==> src/hw/rtl/iac_pkg.sv <==
`timescale 1ns / 1ps
// ----------------------------------------------------------------------------
// iac_pkg
// Shared types and constants for the intrusion alarm controller: mode and
// command codes, alert source codes, register indexes and the item records.
// ----------------------------------------------------------------------------
package iac_pkg;

   // Operating mode
   typedef enum logic [1:0] {
      MODE_DISARMED = 2'd0,
      MODE_ARMED    = 2'd1,
      MODE_ALARM    = 2'd2
   } mode_type;

   // Remote command
   typedef enum logic [1:0] {
      FUNC_NONE   = 2'd0,
      FUNC_ARM    = 2'd1,
      FUNC_DISARM = 2'd2,
      FUNC_STATUS = 2'd3
   } func_type;

   // Alert source codes
   localparam logic [2:0] SRC_MOTION_A = 3'd0;
   localparam logic [2:0] SRC_MOTION_B = 3'd1;
   localparam logic [2:0] SRC_DOOR     = 3'd2;
   localparam logic [2:0] SRC_WINDOW   = 3'd3;
   localparam logic [2:0] SRC_SHOCK    = 3'd4;
   localparam logic [2:0] SRC_TAMPER   = 3'd5;

   // Register indexes
   localparam logic [1:0] CSR_ENTRY_DELAY = 2'd0;
   localparam logic [1:0] CSR_MOTION_HOLD = 2'd1;
   localparam logic [1:0] CSR_SHOCK_HOLD  = 2'd2;
   localparam logic [1:0] CSR_DEBOUNCE    = 2'd3;

   // Field widths
   localparam int DELAY_W   = 8;
   localparam int HOLD_W    = 11;
   localparam int COUNT_W   = 8;
   localparam int ELAPSED_W = 18;
   localparam int CSR_W     = 11;

   // Register reset values
   localparam logic [7:0]  ENTRY_DELAY_RST = 8'd30;
   localparam logic [10:0] MOTION_HOLD_RST = 11'd1000;
   localparam logic [10:0] SHOCK_HOLD_RST  = 11'd500;
   localparam logic [7:0]  DEBOUNCE_RST    = 8'd50;

   // Saturation limits
   localparam logic [10:0] AGE_MAX     = 11'h7FF;
   localparam logic [7:0]  COUNT_MAX   = 8'hFF;
   localparam logic [17:0] ELAPSED_MAX = 18'h3FFFF;

   // One tick as taken from the input channel
   typedef struct packed {
      logic     motion_a_raw;
      logic     motion_b_raw;
      logic     door_raw;
      logic     window_raw;
      logic     shock_raw;
      logic     tamper_raw;
      func_type func;
   } item_type;

   // One bit per scanned sensor, in scan priority order
   typedef struct packed {
      logic motion_a;
      logic motion_b;
      logic door;
      logic window;
      logic shock;
   } sensor_vec_type;

   // One result
   typedef struct packed {
      mode_type   mode;
      logic       siren_on;
      logic       delay_blink;
      logic       alert_valid;
      logic [2:0] alert_source;
      logic       reply_valid;
      logic       reply_armed;
   } result_type;

endpackage

==> src/hw/rtl/iac_edge_qual.sv <==
`timescale 1ns / 1ps
// ----------------------------------------------------------------------------
// iac_edge_qual
// Rising-edge qualifier with minimum hold, used for motion and shock inputs.
// ----------------------------------------------------------------------------
module iac_edge_qual
   import iac_pkg::*;
(
   input  logic              clock,
   input  logic              reset,
   input  logic              step,
   input  logic              enable,
   input  logic              raw,
   input  logic [HOLD_W-1:0] hold,
   output logic              fire
);

   logic              level_ff, level_in;
   logic [HOLD_W-1:0] age_ff, age_in;
   logic [HOLD_W-1:0] age_inc;

   // Age advances every tick, saturating
   assign age_inc = (age_ff == AGE_MAX) ? age_ff : age_ff + 1'b1;

   // Event: rising raw level while qualifier low
   assign fire = raw && !level_ff;

   always_comb begin
      level_in = level_ff;
      age_in   = age_inc;
      if (enable) begin
         if (fire) begin
            level_in = 1'b1;
            age_in   = '0;
         end else if (!raw && level_ff && (age_inc > hold)) begin
            level_in = 1'b0;
         end
      end
   end

   always_ff @(posedge clock) begin
      if (reset) begin
         level_ff <= 1'b0;
         age_ff   <= '0;
      end else if (step) begin
         level_ff <= level_in;
         age_ff   <= age_in;
      end
   end

endmodule

==> src/hw/rtl/iac_contact_qual.sv <==
`timescale 1ns / 1ps
// ----------------------------------------------------------------------------
// iac_contact_qual
// Contact debouncer: a level change is accepted after it persists.
// ----------------------------------------------------------------------------
module iac_contact_qual
   import iac_pkg::*;
(
   input  logic               clock,
   input  logic               reset,
   input  logic               step,
   input  logic               enable,
   input  logic               raw,
   input  logic [COUNT_W-1:0] debounce,
   output logic               fire
);

   logic               level_ff, level_in;
   logic [COUNT_W-1:0] count_ff, count_in;
   logic [COUNT_W-1:0] count_inc;
   logic               differ;

   assign differ    = raw != level_ff;
   assign count_inc = (count_ff == COUNT_MAX) ? count_ff : count_ff + 1'b1;
   // A debounce of zero behaves as one since count_inc is at least one
   assign fire      = differ && (count_inc >= debounce);

   always_comb begin
      level_in = level_ff;
      count_in = count_ff;
      if (enable) begin
         if (fire) begin
            level_in = raw;
            count_in = '0;
         end else if (differ) begin
            count_in = count_inc;
         end else begin
            count_in = '0;
         end
      end
   end

   always_ff @(posedge clock) begin
      if (reset) begin
         level_ff <= 1'b0;
         count_ff <= '0;
      end else if (step) begin
         level_ff <= level_in;
         count_ff <= count_in;
      end
   end

endmodule

==> src/hw/rtl/iac_ctrl.sv <==
`timescale 1ns / 1ps
// ----------------------------------------------------------------------------
// iac_ctrl
// Mode, entry-delay timer, tamper tracking, sensor scan priority and remote
// command handling. Produces one result per tick.
// ----------------------------------------------------------------------------
module iac_ctrl
   import iac_pkg::*;
#(
   parameter int LIMIT_W = 18
) (
   input  logic               clock,
   input  logic               reset,
   input  logic               step,
   input  item_type           item,
   input  logic [LIMIT_W-1:0] limit,
   input  sensor_vec_type     fire,
   output sensor_vec_type     scan_en,
   output result_type         result
);

   mode_type               mode_ff, mode_in;
   logic                   pending_ff, pending_in;
   logic [ELAPSED_W-1:0]   elapsed_ff, elapsed_in;
   logic                   siren_ff, siren_in;
   logic                   tamper_ff;
   logic [ELAPSED_W-1:0]   elapsed_inc;
   logic                   tamper_chg;
   logic                   scan;
   logic                   hit;

   assign elapsed_inc = (elapsed_ff == ELAPSED_MAX) ? elapsed_ff : elapsed_ff + 1'b1;
   assign tamper_chg  = item.tamper_raw != tamper_ff;

   // Scan enable chain: a sensor is looked at only if no earlier one fired
   always_comb begin
      scan             = (tamper_chg ? MODE_ALARM : mode_ff) == MODE_ARMED && !pending_ff;
      scan_en.motion_a = scan;
      scan_en.motion_b = scan_en.motion_a && !fire.motion_a;
      scan_en.door     = scan_en.motion_b && !fire.motion_b;
      scan_en.window   = scan_en.door && !fire.door;
      scan_en.shock    = scan_en.window && !fire.window;
      hit = scan && (fire.motion_a || fire.motion_b || fire.door || fire.window
                     || fire.shock);
   end

   // Tick update
   always_comb begin
      mode_in    = mode_ff;
      pending_in = pending_ff;
      elapsed_in = elapsed_inc;
      siren_in   = siren_ff;
      result     = '0;

      // Tamper change forces alarm
      if (tamper_chg) begin
         pending_in          = 1'b1;
         elapsed_in          = '0;
         mode_in             = MODE_ALARM;
         siren_in            = 1'b1;
         result.alert_valid  = 1'b1;
         result.alert_source = SRC_TAMPER;
      end

      // Intrusion from the scan
      if (hit) begin
         elapsed_in         = '0;
         pending_in         = 1'b1;
         result.alert_valid = 1'b1;
         if (fire.motion_a)      result.alert_source = SRC_MOTION_A;
         else if (fire.motion_b) result.alert_source = SRC_MOTION_B;
         else if (fire.door)     result.alert_source = SRC_DOOR;
         else if (fire.window)   result.alert_source = SRC_WINDOW;
         else                    result.alert_source = SRC_SHOCK;
      end

      // Entry delay
      if (pending_in && mode_in == MODE_ARMED) begin
         if (elapsed_in >= ELAPSED_W'(limit)) begin
            mode_in  = MODE_ALARM;
            siren_in = 1'b1;
         end else begin
            result.delay_blink = 1'b1;
         end
      end

      // Remote command
      case (item.func)
         FUNC_NONE: begin
         end
         FUNC_ARM: begin
            mode_in = MODE_ARMED;
         end
         FUNC_DISARM: begin
            mode_in    = MODE_DISARMED;
            pending_in = 1'b0;
            siren_in   = 1'b0;
         end
         FUNC_STATUS: begin
            result.reply_valid = 1'b1;
            result.reply_armed = mode_in == MODE_ARMED;
         end
         default: begin
         end
      endcase

      result.mode     = mode_in;
      result.siren_on = siren_in;
   end

   always_ff @(posedge clock) begin
      if (reset) begin
         mode_ff    <= MODE_DISARMED;
         pending_ff <= 1'b0;
         elapsed_ff <= '0;
         siren_ff   <= 1'b0;
         tamper_ff  <= 1'b0;
      end else if (step) begin
         mode_ff    <= mode_in;
         pending_ff <= pending_in;
         elapsed_ff <= elapsed_in;
         siren_ff   <= siren_in;
         tamper_ff  <= item.tamper_raw;
      end
   end

endmodule

==> src/hw/rtl/intrusion_alarm_controller_top.sv <==
`timescale 1ns / 1ps
// ----------------------------------------------------------------------------
// intrusion_alarm_controller_top
// Alarm controller: one millisecond tick in, one status result out.
// ----------------------------------------------------------------------------
// Usage:
//  - req_* carries one tick: six raw sensor levels and a remote command.
//    A transfer happens when req_valid and req_ready are both high.
//  - rsp_* returns one result per tick, in order, on the same handshake.
//  - csr_* writes one register (index 0 entry delay, 1 motion hold,
//    2 shock hold, 3 contact debounce); csr_ready is always high. Write only
//    while no tick is in flight.
//  - A tick is captured in an input register, then the whole state update
//    runs combinationally into the result register: rsp_valid rises once
//    the result register is loaded after the input register. One tick per
//    cycle is sustained while rsp_ready is high; the limit is the update loop.
//  - Reset clears mode to disarmed, all timers and qualifiers, and loads the
//    register defaults (30 s, 1000, 500, 50).
//  - If the receiver stalls, the result register holds, the captured tick
//    waits, and req_ready drops until rsp_ready returns.
// ----------------------------------------------------------------------------
module intrusion_alarm_controller_top
   import iac_pkg::*;
#(
   parameter int TICKS_PER_SECOND = 1000
) (
   input  logic             clock,
   input  logic             reset,
   // Tick input
   input  logic             req_valid,
   output logic             req_ready,
   input  logic             req_motion_a_raw,
   input  logic             req_motion_b_raw,
   input  logic             req_door_raw,
   input  logic             req_window_raw,
   input  logic             req_shock_raw,
   input  logic             req_tamper_raw,
   input  logic [1:0]       req_func,
   // Result output
   output logic             rsp_valid,
   input  logic             rsp_ready,
   output logic [1:0]       rsp_mode,
   output logic             rsp_siren_on,
   output logic             rsp_delay_blink,
   output logic             rsp_alert_valid,
   output logic [2:0]       rsp_alert_source,
   output logic             rsp_reply_valid,
   output logic             rsp_reply_armed,
   // Register writes
   input  logic             csr_valid,
   output logic             csr_ready,
   input  logic [1:0]       csr_index,
   input  logic [CSR_W-1:0] csr_data
);

   localparam int LIMIT_W = DELAY_W + $clog2(TICKS_PER_SECOND + 1);

   logic [LIMIT_W-1:0] limit_ff;
   logic [HOLD_W-1:0]  motion_hold_ff;
   logic [HOLD_W-1:0]  shock_hold_ff;
   logic [COUNT_W-1:0] debounce_ff;

   item_type           item_ff;
   logic               item_valid_ff;
   result_type         rsp_ff;
   logic               rsp_valid_ff;
   logic               step;
   logic               csr_write;

   sensor_vec_type     fire;
   sensor_vec_type     scan_en;
   result_type         result;

   // Handshake control
   assign step      = item_valid_ff && (!rsp_valid_ff || rsp_ready);
   assign req_ready = !item_valid_ff || step;
   assign csr_ready = 1'b1;
   assign csr_write = csr_valid && csr_ready;

   // Register file; entry delay kept as a tick limit
   always_ff @(posedge clock) begin
      if (reset) begin
         limit_ff       <= LIMIT_W'(ENTRY_DELAY_RST * TICKS_PER_SECOND);
         motion_hold_ff <= MOTION_HOLD_RST;
         shock_hold_ff  <= SHOCK_HOLD_RST;
         debounce_ff    <= DEBOUNCE_RST;
      end else if (csr_write) begin
         case (csr_index)
            CSR_ENTRY_DELAY: limit_ff <= LIMIT_W'(csr_data[DELAY_W-1:0])
                                         * LIMIT_W'(TICKS_PER_SECOND);
            CSR_MOTION_HOLD: motion_hold_ff <= csr_data[HOLD_W-1:0];
            CSR_SHOCK_HOLD:  shock_hold_ff  <= csr_data[HOLD_W-1:0];
            CSR_DEBOUNCE:    debounce_ff    <= csr_data[COUNT_W-1:0];
            default: begin
            end
         endcase
      end
   end

   // Input register
   always_ff @(posedge clock) begin
      if (reset) begin
         item_valid_ff <= 1'b0;
      end else if (req_ready) begin
         item_valid_ff <= req_valid;
      end
   end

   always_ff @(posedge clock) begin
      if (req_valid && req_ready) begin
         item_ff.motion_a_raw <= req_motion_a_raw;
         item_ff.motion_b_raw <= req_motion_b_raw;
         item_ff.door_raw     <= req_door_raw;
         item_ff.window_raw   <= req_window_raw;
         item_ff.shock_raw    <= req_shock_raw;
         item_ff.tamper_raw   <= req_tamper_raw;
         item_ff.func         <= func_type'(req_func);
      end
   end

   // Sensor qualifiers
   iac_edge_qual u_motion_a (
      .clock  (clock),
      .reset  (reset),
      .step   (step),
      .enable (scan_en.motion_a),
      .raw    (item_ff.motion_a_raw),
      .hold   (motion_hold_ff),
      .fire   (fire.motion_a)
   );

   iac_edge_qual u_motion_b (
      .clock  (clock),
      .reset  (reset),
      .step   (step),
      .enable (scan_en.motion_b),
      .raw    (item_ff.motion_b_raw),
      .hold   (motion_hold_ff),
      .fire   (fire.motion_b)
   );

   iac_contact_qual u_door (
      .clock    (clock),
      .reset    (reset),
      .step     (step),
      .enable   (scan_en.door),
      .raw      (item_ff.door_raw),
      .debounce (debounce_ff),
      .fire     (fire.door)
   );

   iac_contact_qual u_window (
      .clock    (clock),
      .reset    (reset),
      .step     (step),
      .enable   (scan_en.window),
      .raw      (item_ff.window_raw),
      .debounce (debounce_ff),
      .fire     (fire.window)
   );

   iac_edge_qual u_shock (
      .clock  (clock),
      .reset  (reset),
      .step   (step),
      .enable (scan_en.shock),
      .raw    (item_ff.shock_raw),
      .hold   (shock_hold_ff),
      .fire   (fire.shock)
   );

   // Mode and timer control
   iac_ctrl #(
      .LIMIT_W (LIMIT_W)
   ) u_ctrl (
      .clock   (clock),
      .reset   (reset),
      .step    (step),
      .item    (item_ff),
      .limit   (limit_ff),
      .fire    (fire),
      .scan_en (scan_en),
      .result  (result)
   );

   // Result register
   always_ff @(posedge clock) begin
      if (reset) begin
         rsp_valid_ff <= 1'b0;
      end else if (!rsp_valid_ff || rsp_ready) begin
         rsp_valid_ff <= item_valid_ff;
      end
   end

   always_ff @(posedge clock) begin
      if (step) begin
         rsp_ff <= result;
      end
   end

   assign rsp_valid        = rsp_valid_ff;
   assign rsp_mode         = rsp_ff.mode;
   assign rsp_siren_on     = rsp_ff.siren_on;
   assign rsp_delay_blink  = rsp_ff.delay_blink;
   assign rsp_alert_valid  = rsp_ff.alert_valid;
   assign rsp_alert_source = rsp_ff.alert_source;
   assign rsp_reply_valid  = rsp_ff.reply_valid;
   assign rsp_reply_armed  = rsp_ff.reply_armed;

endmodule
==> config.mk <==
export PLATFORM = sky130hd
export DESIGN_NAME = intrusion_alarm_controller_top
export DESIGN_NICKNAME = d
export VERILOG_FILES = /design/src/hw/rtl/iac_pkg.sv /design/src/hw/rtl/iac_edge_qual.sv /design/src/hw/rtl/iac_contact_qual.sv /design/src/hw/rtl/iac_ctrl.sv /design/src/hw/rtl/intrusion_alarm_controller_top.sv
export SDC_FILE = /design/constraint.sdc
export NUM_CORES = 1
export LEC_CHECK = 0
export ABC_AREA = 1
export BUFFER_PORTS_ARGS = -buffer_cell sky130_fd_sc_hd__buf_2
export CAP_MARGIN = 20
export CORE_ASPECT_RATIO = 1.75
export CORE_MARGIN = 2
export CORE_UTILIZATION = 65
export DETAILED_ROUTE_END_ITERATION = 10
export GPL_TIMING_DRIVEN = 0
export PLACE_DENSITY = 0.83
export SYNTH_ARGS = -nofsm -noshare
export SYNTH_HDL_FRONTEND = slang
export SYNTH_SLANG_ARGS = --single-unit
==> constraint.sdc <==
create_clock -name clock -period 12.1 [get_ports clock]
set_input_delay 0.605 -clock clock [delete_from_list [all_inputs] [get_ports clock]]
set_output_delay 0.605 -clock clock [all_outputs]
set_load 0.01 [all_outputs]
---- After elaboration in Yosys (flattened, before gate mapping) ----
Index checks and enable logic that the tools add are counted.
word-level totals
  register bits after elaboration ......... 142
  input port bits ......................... 26
  output and inout bits ................... 13
  word-level logic and storage cells ...... 162
cells by class
  $add $sub $neg .......................... 6
  $mul .................................... 1
  $lt $le $gt $ge ......................... 6
  eq/ne operators ......................... 17
  multiplexer cells ....................... 43
  reductions and logical operators ........ 54
operator list
  kind                                                count
  2-to-1 mux 11 bit                                   9
  2-to-1 mux 18 bit                                   3
  2-to-1 mux 8 bit                                    6
  adder 11 x 1 -> 11 bit (second input constant)      3
  == test 11 bit (second input constant)              3
  greater-than comparator 11 bit                      3
  logical AND 1 bit                                   20
  adder 18 x 1 -> 18 bit (second input constant)      1
  == test 18 bit (second input constant)              1
  greater-or-equal comparator 18 bit                  1
  adder 8 x 1 -> 8 bit (second input constant)        2
  == test 8 bit (second input constant)               2
  greater-or-equal comparator 8 bit                   2
  multiplier 8 x 7 -> 15 bit (second input constant)  1
  2-to-1 mux 3 bit                                    5
  AND reduction 3 bit                                 5
  2-to-1 mux 1 bit                                    14
  zero test 1 bit                                     13
  AND reduction 2 bit                                 6
  == test 2 x 1 -> 1 bit (second input constant)      4
  == test 2 bit (second input constant)               4
  2-to-1 mux 2 bit                                    4
  logical OR 1 bit                                    6
  nonzero test 2 bit                                  3
  4 further kinds                                     6

---- Longest topological paths before layout ----
  depth in word-level cells ............... 14
  mapped depth ............................ 36
  mapped depth without buffers ............ 35

---- Cells and area by module ----
A second synthesis with hierarchy kept.
unflattened totals
  cells, all modules ...................... 1601
  area, all modules ....................... 11452.2 um2
by module, submodules not included
  module                          instances  cells each  area an instance (um2)  sequential area each (um2)
  intrusion_alarm_controller_top  1          431         3776.1                  1481.4
  iac_edge_qual                   3          177         1182.4                  240.2
  iac_ctrl                        1          367         2474.9                  460.4
  iac_contact_qual                2          136         827.0                   180.2

---- Least setup slack after synthesis ----
Ideal clock, no wire load.
  kind .................................... register -> register
  from .................................... register u_door.count_ff[0]
  to ...................................... register rsp_ff, in the netlist rsp_siren_on, data pin
  setup time .............................. 0.255 ns
  arrival ................................. 3.959 ns
  data required time ...................... 11.845 ns
  slack ................................... 7.887 ns
  stages on the path, launching flop included .. 37
  buffers on the path ..................... 1
  period minus slack after synthesis ...... 4.213 ns
  path through ............................ dfxtp_1 > ha_1 > nand2_1 > nor3_1 > inv_1 > nor2_1 > inv_1 > nor2_1 > inv_1 > nand2_1 > nand2_1 > ha_1 > nand2_1 > nand3_1 > nand2_1 > nand2_1 > nand2_1 > nand2_1 > nand2_1 > nand4_1 > nand2_2 > nand2_1 > inv_2 > buf_4 > nand2_1 > inv_1 > ha_1 > nand2_1 > nor2_1 > a211oi_1 > o221ai_1 > a21oi_1 > nand2_1 > nand2_2 > nand2_1 > nor2_1 > nor2_1
RTL lines
  element                 line                                   source
  start, declared         iac_contact_qual.sv:19                 logic [COUNT_W-1:0] count_ff, count_in;
  start signal, assigned  iac_contact_qual.sv:49                 count_ff <= count_in;
  end signal, assigned    intrusion_alarm_controller_top.sv:197  rsp_ff <= result;
  end, declared           intrusion_alarm_controller_top.sv:65   result_type rsp_ff;

==> results.json <==
{
  "hold_buffers": 0,
  "rr_worst_depth": 36,
  "dr.pass1.iters": 5,
  "dpl.cell_count": 1455,
  "core_area_mm2": 0.0144,
  "layoutNonFillerInstCount": 1488,
  "cts_setup_buffers": 0,
  "cp_slowest_cell": "dfxtp_1",
  "crit_top_cell": "nand2_1",
  "final_util": 0.737,
  "cts.sinks": 142,
  "async_flop_share": 0,
  "critPathKind": "reg -> reg",
  "rrSetupSlack_ns": 6.85,
  "cellLeakagePower_nw": 4.99,
  "antenna_found_initial": 0,
  "fp.dieH_um": 165,
  "yosys_warnings": 0,
  "drt_iter0_drc": 442,
  "h-tree-depth": 4,
  "dominantRegCellSynth": "dfxtp_1",
  "place.gp.congestion": 0.931,
  "period_minus_slack_ns": 5.25,
  "synth_mux_area_frac": 0.00208,
  "rsz0062_at_grt": "no",
  "max_cap_viol_count": 0,
  "postSynthAreaPerCell_um2": 7.77,
  "status": "completed",
  "cp_max_fo": 10,
  "overflow": 0,
  "synth_fa_ha_area_frac": 0.189,
  "start_util": 0.667,
  "syn_to_final_growth_pct": 10.4,
  "synth_top_family_by_area": "simple AND/OR/NAND/NOR gates",
  "cp-end-kind": "register",
  "hold_viol": 0,
  "hold_end": "item_ff[2]",
  "clockRootBuffer": "clkbuf_16",
  "synth_common_cells": "237 x nand2_1, 175 x inv_1, 133 x a21oi_1",
  "period_share": 0.434,
  "tightest_slew_ns": 1.08,
  "diodes": 0,
  "reg2reg_from": "u_door.count_ff[0]",
  "synth_edf_count": 18,
  "synthDistinctLibCells": 59,
  "routedWlPerCell_um": 16.8,
  "via_per_inst": 5.81,
  "yosysTopAreaCellShare": 0.258,
  "place_hpwl_mm": 18.7,
  "setup_viol": 0,
  "postCtsResizedCells": 0,
  "io_buffer_count": 36,
  "insertion_delay_ns": 0.43,
  "fillers": 1104,
  "drive_gt1_frac": 0.103,
  "arrival_ns": 5.44,
  "synth_compound_area_frac": 0.161,
  "vias": 8639,
  "synthTopCellsByArea": "dfxtp_1 26%, ha_1 14%, nand2_1 9.2%",
  "max_freq_mhz": 190,
  "hold_class": "in -> reg",
  "yosysMostFrequentCell": "nand2_1",
  "critPathRequiredTime_ns": 12.29,
  "crit_path_start": "u_door.count_ff[0]",
  "drc_errors": 0,
  "clkSlewWorstSetupHoldPaths_ns": 0.07,
  "ys_ff_latch": 142,
  "cts_buffers": 17,
  "rows": 58,
  "seqCellArea_mm2": 0.00302,
  "drt_wl_total_mm": 25.0,
  "clock-skew-final_ns": 0.0134,
  "grt_max_degree": 20,
  "ir_worst_vdd_mv": 0.132,
  "multi_input_comb_area_mm2": 0.00578,
  "io_pins": 39,
  "die_area_mm2": 0.0158,
  "stdcell_area_mm2": 0.0106,
  "worstHoldStart": "req_tamper_raw",
  "ant_nets": 0,
  "slowest_delay_ns": 0.39,
  "place_area_mm2": 0.0100,
  "start_kind": "register",
  "grt_pass1_vias": 8466,
  "syn_inst": 1239,
  "synth_xor_area_frac": 0.0462,
  "power.density_mw_per_mm2": 133,
  "yosys.area.top_type": "dfxtp_1",
  "synth_nets": 1397,
  "seq_area_frac_synth": 0.314,
  "finalNetCount": 1453,
  "grt_pass1_wl_mm": 40.1,
  "fin_tns_setup_ns": 0,
  "fp.dieW_um": 96.0,
  "final_max_slew_viol_count": 0,
  "slew_headroom": 0.278,
  "timing.rr.end": "rsp_siren_on",
  "synthSimpleGateAreaFrac": 0.201,
  "synthesis.area_mm2": 0.00963,
  "clock_path_buffers": 2,
  "hold_depth": 1,
  "grt_use_total": 0.329,
  "cts_tree": "built"
}
[worst max-delay path by stage]
stage / endpoint / slack [ns] / depth (start not counted)
after detailed placement: rsp_siren_on / 6.87 / 36
after global routing: rsp_siren_on / 6.34 / 35
after global placement: rsp_siren_on / 7.00 / 36
after CTS: rsp_siren_on / 6.85 / 36
after floorplan: rsp_siren_on / 7.89 / 36
final: rsp_siren_on / 6.85 / 36
[placed cells by master (no fill, tap or decap), types with 4 or more instances in the layout]
cell	n
nand2_1	237
inv_1	175
a21oi_1	133
dfxtp_1	124
ha_1	110
o21ai_0	73
nor2_1	72
nand3_1	36
buf_2	36
xor2_1	29
clkbuf_1	23
fa_1	22
xnor2_1	20
o211ai_1	18
edfxtp_1	18
clkbuf_16	17
nand4_1	15
nor3_1	13
inv_2	11
nor2_2	10
a22oi_1	10
nor4_1	9
nand2_2	8
inv_6	7
a21oi_2	5
a31oi_1	4
or2_2	4
inv_8	4
[cell type report]
class,count,area share
Buffer,29,0.0116
Clock buffer,17,0.0400
Clock inverter,15,0.0158
Inverter,188,0.0666
Multi-Input combinational cell,880,0.543
Sequential cell,142,0.284
Tap cell,180,0.0212
Timing Repair Buffer,37,0.0176
[registers in the layout, indices dropped and copies added, names as in the netlist, 2 cells and up]
name / count
debounce_ff: 8
item_ff: 8
limit_ff: 15
motion_hold_ff: 11
rsp_alert_source: 3
rsp_mode: 2
shock_hold_ff: 11
u_ctrl.elapsed_ff: 18
u_ctrl.mode_ff: 2
u_door.count_ff: 8
u_motion_a.age_ff: 11
u_motion_b.age_ff: 11
u_shock.age_ff: 11
u_window.count_ff: 8
[cells by family (layout without fill, tap and decap cells)]
| logic type | Yosys count | in the layout |
|---|---|---|
| AOI/OAI and AO/OA | 270 | 270 |
| and+or+nand+nor | 425 | 425 |
| adders and majority gates | 132 | 132 |
| muxes | 2 | 2 |
| buffers and inverters | 217 | 286 |
| xor gates and xnor gates | 50 | 50 |
| DFF | 142 | 142 |
| other | 1 | 1 |
[worst max-delay path: cells and delay by family (launching register included)]
kind	cells	cell delay (ns)
compound gates	3	0.63
simple gates	24	2.52
fa+ha+maj	3	0.75
flops	1	0.39
buf+inv	6	0.70
[power breakdown]
group / internal (mW) / total, mW / leakage, nW / switching (mW)
sequential: 0.497 / 0.509 / 1.18 / 0.0127
clock: 0.295 / 0.539 / 0.295 / 0.244
combinational: 0.129 / 0.362 / 3.51 / 0.233
total: 0.922 / 1.41 / 4.99 / 0.489
[through the flow]
| step | hold slack, ns | power (mW) | setup WS, ns |
|---|---|---|---|
| floorplan | 0.435 | 0.770 | 7.89 |
| global placement | 0.445 | 0.865 | 7.00 |
| detailed placement | 0.452 | 0.875 | 6.87 |
| CTS | 0.340 | 1.41 | 6.85 |
| global route | 0.343 | 1.47 | 6.34 |
| finish | 0.341 | 1.41 | 6.85 |
[layer usage]
layer,up-vias,GRT usage,share of wire,routed length (µm)
met3,115,0.0648,0.050,1250
met5,-,0,0,0
met2,272,0.581,0.53,13200
met4,0,0.197,0.060,1500
met1,4015,0.352,0.36,9080
li1,4237,-,-,-
(Power assumes the default switching activity.)
